### src/dnsr_pkg.sv
// Package for the DNS A-query responder: payload structs, parse phase codes,
// header rewrite and answer record byte functions. No dependencies.
package dnsr_pkg;

    localparam int HEADER_BYTES = 12;
    localparam int ANSWER_BYTES = 16;
    localparam int CFG_IDX_W    = 1;
    localparam int CFG_DATA_W   = 32;

    localparam logic [CFG_IDX_W-1:0] CFG_ANSWER_ADDRESS = 1'b0;
    localparam logic [CFG_IDX_W-1:0] CFG_ANSWER_TTL     = 1'b1;

    localparam logic [31:0] ANSWER_ADDRESS_RESET = 32'hC0A8_0164;
    localparam logic [31:0] ANSWER_TTL_RESET     = 32'd300;

    localparam logic [3:0] HDR_FLAGS_HI   = 4'd2;
    localparam logic [3:0] HDR_FLAGS_LO   = 4'd3;
    localparam logic [3:0] HDR_ANCOUNT_HI = 4'd6;
    localparam logic [3:0] HDR_ANCOUNT_LO = 4'd7;
    localparam logic [3:0] HDR_LAST       = 4'(HEADER_BYTES - 1);

    typedef enum logic [2:0] {
        PH_HEADER   = 3'd0,
        PH_NAME     = 3'd1,
        PH_TYPE_HI  = 3'd2,
        PH_TYPE_LO  = 3'd3,
        PH_CLASS_HI = 3'd4,
        PH_CLASS_LO = 3'd5,
        PH_SWALLOW  = 3'd6
    } phase_t;

    typedef struct packed {
        logic [7:0] packet_byte;
        logic       packet_end;
    } query_t;

    typedef struct packed {
        logic [7:0] response_byte;
        logic       response_end;
        logic       response_send;
    } response_t;

    // Flags become 0x8180, answer count becomes 1.
    function automatic logic [7:0] header_rewrite(input logic [3:0] pos,
                                                  input logic [7:0] b);
        logic [7:0] r;
        begin
            case (pos)
                HDR_FLAGS_HI:   r = 8'h81;
                HDR_FLAGS_LO:   r = 8'h80;
                HDR_ANCOUNT_HI: r = 8'h00;
                HDR_ANCOUNT_LO: r = 8'h01;
                default:        r = b;
            endcase
            return r;
        end
    endfunction

    // Answer record: ptr C00C, type A, class IN, TTL, rdlength 4, address.
    function automatic logic [7:0] answer_byte(input logic [3:0]  idx,
                                               input logic [31:0] ttl,
                                               input logic [31:0] addr);
        logic [7:0] r;
        begin
            case (idx)
                4'd0:    r = 8'hC0;
                4'd1:    r = 8'h0C;
                4'd2:    r = 8'h00;
                4'd3:    r = 8'h01;
                4'd4:    r = 8'h00;
                4'd5:    r = 8'h01;
                4'd6:    r = ttl[31:24];
                4'd7:    r = ttl[23:16];
                4'd8:    r = ttl[15:8];
                4'd9:    r = ttl[7:0];
                4'd10:   r = 8'h00;
                4'd11:   r = 8'h04;
                4'd12:   r = addr[31:24];
                4'd13:   r = addr[23:16];
                4'd14:   r = addr[15:8];
                default: r = addr[7:0];
            endcase
            return r;
        end
    endfunction

endpackage

### src/dns_a_query_responder.sv
// DNS A-query responder top level: byte-stream parser with one output register.
// Depends on dnsr_pkg.
//
// A response byte is registered in the output register in the cycle after its
// query byte is accepted. One byte per cycle while response_stall does not
// hold the output; an A query adds a 16-byte answer burst from the answer
// counter, during which query is stalled. Reset (async, active low) clears
// parse state and output valid and loads the default answer address and TTL.
module dns_a_query_responder (
    input  logic                         clk,
    input  logic                         rst_n,
    input  logic                         query_valid,
    output logic                         query_stall,
    input  dnsr_pkg::query_t             query,
    output logic                         response_valid,
    input  logic                         response_stall,
    output dnsr_pkg::response_t          response,
    input  logic                         cfg_write,
    input  logic [dnsr_pkg::CFG_IDX_W-1:0]  cfg_index,
    input  logic [dnsr_pkg::CFG_DATA_W-1:0] cfg_data
);
    import dnsr_pkg::*;

    localparam int CNT_W = $clog2(ANSWER_BYTES + 1);

    logic [31:0]      answer_address_reg;
    logic [31:0]      answer_ttl_reg;
    phase_t           phase_reg, phase_next;
    logic [3:0]       hdr_pos_reg, hdr_pos_next;
    logic [7:0]       type_hi_reg, type_hi_next;
    logic             type_a_reg, type_a_next;
    logic [CNT_W-1:0] burst_cnt_reg, burst_cnt_next;
    logic             out_valid_reg, out_valid_next;
    response_t        out_reg, out_next;

    logic             load;
    logic             accept;
    logic             burst_active;
    logic             has_out;
    response_t        item_out;
    logic [3:0]       ans_idx;

    assign burst_active = (burst_cnt_reg != '0);
    assign load         = !out_valid_reg || !response_stall;
    assign query_stall  = burst_active || !load;
    assign accept       = query_valid && !query_stall;
    assign ans_idx      = 4'(CNT_W'(ANSWER_BYTES) - burst_cnt_reg);

    always_ff @(posedge clk or negedge rst_n)
    begin
        if (!rst_n)
        begin
            answer_address_reg <= ANSWER_ADDRESS_RESET;
            answer_ttl_reg     <= ANSWER_TTL_RESET;
        end
        else if (cfg_write)
        begin
            case (cfg_index)
                CFG_ANSWER_ADDRESS: answer_address_reg <= cfg_data;
                CFG_ANSWER_TTL:     answer_ttl_reg     <= cfg_data;
                default:            ;
            endcase
        end
    end

    // Parse one query byte.
    always_comb
    begin
        phase_next     = phase_reg;
        hdr_pos_next   = hdr_pos_reg;
        type_hi_next   = type_hi_reg;
        type_a_next    = type_a_reg;
        burst_cnt_next = burst_cnt_reg;
        has_out        = 1'b1;
        item_out.response_byte = query.packet_byte;
        item_out.response_end  = query.packet_end;
        item_out.response_send = 1'b0;

        case (phase_reg)
            PH_HEADER:
            begin
                item_out.response_byte = header_rewrite(hdr_pos_reg, query.packet_byte);
                if (hdr_pos_reg >= HDR_LAST)
                begin
                    hdr_pos_next = '0;
                    phase_next   = PH_NAME;
                end
                else
                    hdr_pos_next = hdr_pos_reg + 4'd1;
            end
            PH_NAME:
                if (query.packet_byte == 8'd0)
                    phase_next = PH_TYPE_HI;
            PH_TYPE_HI:
            begin
                type_hi_next = query.packet_byte;
                phase_next   = PH_TYPE_LO;
            end
            PH_TYPE_LO:
            begin
                type_a_next = (type_hi_reg == 8'd0) && (query.packet_byte == 8'd1);
                phase_next  = PH_CLASS_HI;
            end
            PH_CLASS_HI:
                phase_next = PH_CLASS_LO;
            PH_CLASS_LO:
            begin
                hdr_pos_next          = '0;
                phase_next            = PH_SWALLOW;
                item_out.response_end = !type_a_reg;
                if (type_a_reg)
                    burst_cnt_next = CNT_W'(ANSWER_BYTES);
            end
            default:
            begin
                has_out = 1'b0;
            end
        endcase

        // Packet end always returns to the header phase; early end drops.
        if (query.packet_end)
        begin
            hdr_pos_next = '0;
            phase_next   = PH_HEADER;
        end

        if (!accept)
        begin
            phase_next     = phase_reg;
            hdr_pos_next   = hdr_pos_reg;
            type_hi_next   = type_hi_reg;
            type_a_next    = type_a_reg;
            burst_cnt_next = burst_cnt_reg;
        end

        out_valid_next = out_valid_reg;
        out_next       = out_reg;
        if (load)
        begin
            out_valid_next = 1'b0;
            if (burst_active)
            begin
                out_valid_next         = 1'b1;
                out_next.response_byte = answer_byte(ans_idx, answer_ttl_reg,
                                                     answer_address_reg);
                out_next.response_end  = (burst_cnt_reg == CNT_W'(1));
                out_next.response_send = (burst_cnt_reg == CNT_W'(1));
                burst_cnt_next         = burst_cnt_reg - CNT_W'(1);
            end
            else if (accept && has_out)
            begin
                out_valid_next = 1'b1;
                out_next       = item_out;
            end
        end
    end

    always_ff @(posedge clk or negedge rst_n)
    begin
        if (!rst_n)
        begin
            phase_reg     <= PH_HEADER;
            hdr_pos_reg   <= '0;
            type_hi_reg   <= '0;
            type_a_reg    <= 1'b0;
            burst_cnt_reg <= '0;
            out_valid_reg <= 1'b0;
        end
        else
        begin
            phase_reg     <= phase_next;
            hdr_pos_reg   <= hdr_pos_next;
            type_hi_reg   <= type_hi_next;
            type_a_reg    <= type_a_next;
            burst_cnt_reg <= burst_cnt_next;
            out_valid_reg <= out_valid_next;
        end
    end

    always_ff @(posedge clk)
    begin
        out_reg <= out_next;
    end

    assign response_valid = out_valid_reg;
    assign response       = out_reg;

    // Query side must be held off for the whole answer burst.
    a_burst_stalls: assert property (@(posedge clk) disable iff (!rst_n)
        burst_active |-> query_stall)
        else $error("query accepted during answer burst");

    // Send is only meaningful on the final byte.
    a_send_on_end: assert property (@(posedge clk) disable iff (!rst_n)
        (response_valid && response.response_send) |-> response.response_end)
        else $error("response_send without response_end");

    // Last burst byte closes the response with send.
    a_burst_close: assert property (@(posedge clk) disable iff (!rst_n)
        (burst_cnt_reg == CNT_W'(1) && load) |=>
            (response_valid && response.response_end && response.response_send))
        else $error("answer burst did not close the response");

    // Burst only starts after the last class byte.
    a_burst_phase: assert property (@(posedge clk) disable iff (!rst_n)
        burst_active |-> (phase_reg == PH_SWALLOW || phase_reg == PH_HEADER))
        else $error("answer burst in unexpected parse phase");

    // A burst starts only with a non-final response byte in the output register.
    a_burst_start: assert property (@(posedge clk) disable iff (!rst_n)
        $rose(burst_active) |-> (response_valid && !response.response_end))
        else $error("answer burst without echoed class byte");

endmodule

### config.mk
export PLATFORM = sky130hd
export DESIGN_NAME = dns_a_query_responder
export DESIGN_NICKNAME = d
export VERILOG_FILES = /design/src/dnsr_pkg.sv /design/src/dns_a_query_responder.sv
export SDC_FILE = /design/constraint.sdc
export NUM_CORES = 1
export LEC_CHECK = 0
export BUFFER_PORTS_ARGS = -buffer_cell sky130_fd_sc_hd__buf_4
export CAP_MARGIN = 5
export CORE_AREA = 2 2 100 102
export DETAILED_ROUTE_END_ITERATION = 16
export DIE_AREA = 0 0 102 104
export PLACE_DENSITY = 0.75
export SYNTH_ARGS = -nofsm -noshare
export SYNTH_HDL_FRONTEND = slang
export SYNTH_SLANG_ARGS = --single-unit
export TNS_END_PERCENT = 30
### constraint.sdc
create_clock -name clk -period 2.4 [get_ports clk]
set_input_delay 0.24 -clock clk [delete_from_list [all_inputs] [get_ports clk]]
set_output_delay 0.24 -clock clk [all_outputs]
set_load 0.005 [all_outputs]
==> run metrics <==
IO buf count=58; worst IR drop on VDD=between 0.4 and 0.5 mV; vias in the first global route=3801; reg2reg start=burst_cnt_reg[1]$_DFF_PN0_; Clock transition at path regs=approximately 0.09 ns; Fin. Hold Viols=0; Clock Tree Buf Depth=2; crit end category=flip-flop; cell family with most CP delay=compound AO/OA/AOI/OAI gates; max-cap violations=0; crit path kind=flip-flop to flip-flop; post-synth design cell area=between 4000 and 5000 um2; Via density=slightly below 6; achievable clock frequency=between 0.4 and 0.5 GHz; initial core utilization=51.64%; global-route wire length before repair=about 20 mm; diode count=0; die span in y=104 um; Cells after Synth=~440; CTS tree=done; pin count of the biggest net entering global routing=46; core area=9549 um2; Avg Synthesized Cell Area=between 10 and 15 um2; Tightest Pin Transition=0.5987 ns; TritonRoute pass-1 iters=5; Critical Path Start Type=flip-flop; clk_skew=about 0.014 ns; Min-Delay Path Class=primary input to flip-flop; drt total wl=between 10 and 15 mm; Final #Nets=560; Rows=36; Post-synth EDFFs=10; Synth Flop Type=dfrtp_1; Worst path slowest cell=dfrtp_2; setup ws final=0.1245 ns; Starting DRT DRC Count=313; static leakage=roughly 2.5 nW; CTS buffer count=9; P&R area growth vs syn=19.21%; Placer Congestion=0.9943; Final min period=2.275 ns; relative slew slack=around three fifths; Via Count=~3800; dpl cells=between 600 and 700; Die ar.=around 11000 um2; final std cells w/o fill=~640; FILL cells=between 800 and 900; Syn Nets=491; Multi-input gate area=about 2300 um2; total power=around 3.6 mW; Worst path max stage delay=roughly 0.42 ns; GRT Util Overall=about 24%; Clock Tree Root=clkbuf_8; fraction of layout cells with a size suffix above 1=roughly 38%; CP Cell Sequence=inv_1 > ha_1 > buf_12 > and3b_2 > a32o_1 > a221o_1 > a211oi_2 > a311oi_1; ANT nets after route=0; setup TNS=0 ns; antenna violations before repair=0; WP buf/inv=2; Final setup viols=0; synth unique cells=62; dpl ws=-0.04193 ns; Seq cells post-synth=96; wire per inst=around 19 um; WP data required=roughly 2.5 ns; synth warn=0; power per cell area=between 600 and 700 nW/um2; status=complete, no violations; share of the yosys chip area belonging to registers=50.06%; Final Cycle Share=between 90% and 100%; depth of the CTS H-tree=3; register area=about 2500 um2; DP HPWL=around 9.0 mm; crit path launch=burst_cnt_reg[1]$_DFF_PN0_; final slew viol count=0; die width=102 um; Top Ports=slightly below 60; DR DRC count=0; Clock Latency Late Sink=about 0.38 ns; Synth async-reset ratio=between 80% and 90%; critical path arrival=between 2 and 2.5 ns; clk sink count=96; total congestion overflow=0; worst-path fanout max=24; Hold Crit Start=cfg_data[27]
-- per-stage QoR --
step	cell area [um2]	hold WS (ns)	utilization [%]
6_report	5878	0.07959	61.56
5_1_grt	5878	0.08416	61.56
4_1_cts	5843	0.06956	61.19
3_5_place_dp	5637	0.2877	59.03
3_3_place_gp	5637	0.2731	59.03
2_1_floorplan	4931	-0.05559	-
-- layout make-up --
class	instances	share of cell area, %
Timing Repair Buffer	87	11.79
Sequential cell	96	42.04
Multi-Input combinational cell	304	39.51
Clock buffer	9	2.107
Tap cell	133	2.831
Clock inverter	7	1.213
Inverter	8	0.5109
-- per-layer routing --
layer	share of wire (%)	vias to the layer above	wire length [um]	track usage [%]
li1	-	1774	-	-
met1	46	1874	5556	34.64
met2	47	120	5703	37.22
met3	4.8	25	586	3.562
met4	2.1	0	252	8.381
met5	0	-	0	0
-- power breakdown --
group	total [mW]	switching (mW)	internal, mW	leakage [nW]
combinational	0.524	0.229	0.295	1.31
sequential	2.01	0.147	1.86	1.13
clock	1.06	0.581	0.483	0.0985
total	3.60	0.957	2.64	2.54
-- path summary, 6_finish.rpt --
kind,end,slack (ns),cells after the start
worst max-delay path,response[4]$_DFFE_PP_,0.12,8
worst min-delay path,answer_address_reg[27]$_DFFE_PN0P_,0.08,3
worst min register to register,type_hi_reg[2]$_DFFE_PN0P_,0.49,1
max in group asynchronous,answer_address_reg[21]$_DFFE_PN1P_,1.31,3
worst max register to register,response[4]$_DFFE_PP_,0.12,8
min in group asynchronous,phase_reg[2]$_DFFE_PN0P_,0.40,2
-- layout by cell type, fill, tap and decap left out, types with 5 or more instances in the layout --
cell       n
inv_1      8
nand2_1   42
a31oi_1    9
nor2_1    15
mux2_2    63
edfxtp_1  10
a221o_1    8
dfrtp_1   71
buf_4     83
ha_1       7
a21o_1     5
o21ai_1   15
mux2i_1    7
dfstp_2   13
clkbuf_8   9
nand3_1   12
o21ai_0   15
a21oi_1   18
mux2_1     9
-- cell usage after synthesis, drive strengths merged (4+ instances only) --
library cell	count	share of area (%)
a211oi	5	0.76
a21o	5	0.76
a21oi	19	2.2
a221o	8	1.6
a221oi	4	0.71
a31oi	9	1.1
and2	4	0.51
and3	4	0.51
buf	12	1.4
clkbuf	17	1.3
dfrtp	73	37
dfstp	13	6.9
edfxtp	10	6.1
ha	7	1.8
inv	8	0.61
mux2	72	16
mux2i	7	1.4
nand2	42	3.2
nand3	14	1.6
nor2	17	1.3
nor2b	5	0.63
o21ai	30	3.0
o2bb2ai	4	0.71
-- worst reg2reg max path, stage by stage, from the launching register on --
cell	delay (ns)
dfrtp_2	0.42
inv_1	0.09
ha_1	0.25
buf_12	0.17
and3b_2	0.26
a32o_1	0.26
a221o_1	0.27
a211oi_2	0.19
a311oi_1	0.12
-- timing repair --
action	4_1_cts	5_1_grt
gates resized for setup	1	8
pin swaps	0	0
endpoints found under the setup margin	2	18
hold buffers	1	0
endpoints found under the hold margin	37	0
buffers inserted	0	2
-- kinds of logic after synthesis --
| family | Yosys count | synth area share [%] |
|---|---|---|
| compound gates | 106 | 14.74 |
| xor+xnor | 1 | 0.1777 |
| fa+ha+maj | 7 | 1.776 |
| buf+inv | 37 | 3.273 |
| flops | 96 | 50.06 |
| mux | 80 | 18.32 |
| simple gates | 110 | 11.65 |
Note: power is estimated with default switching activity, not from simulation.
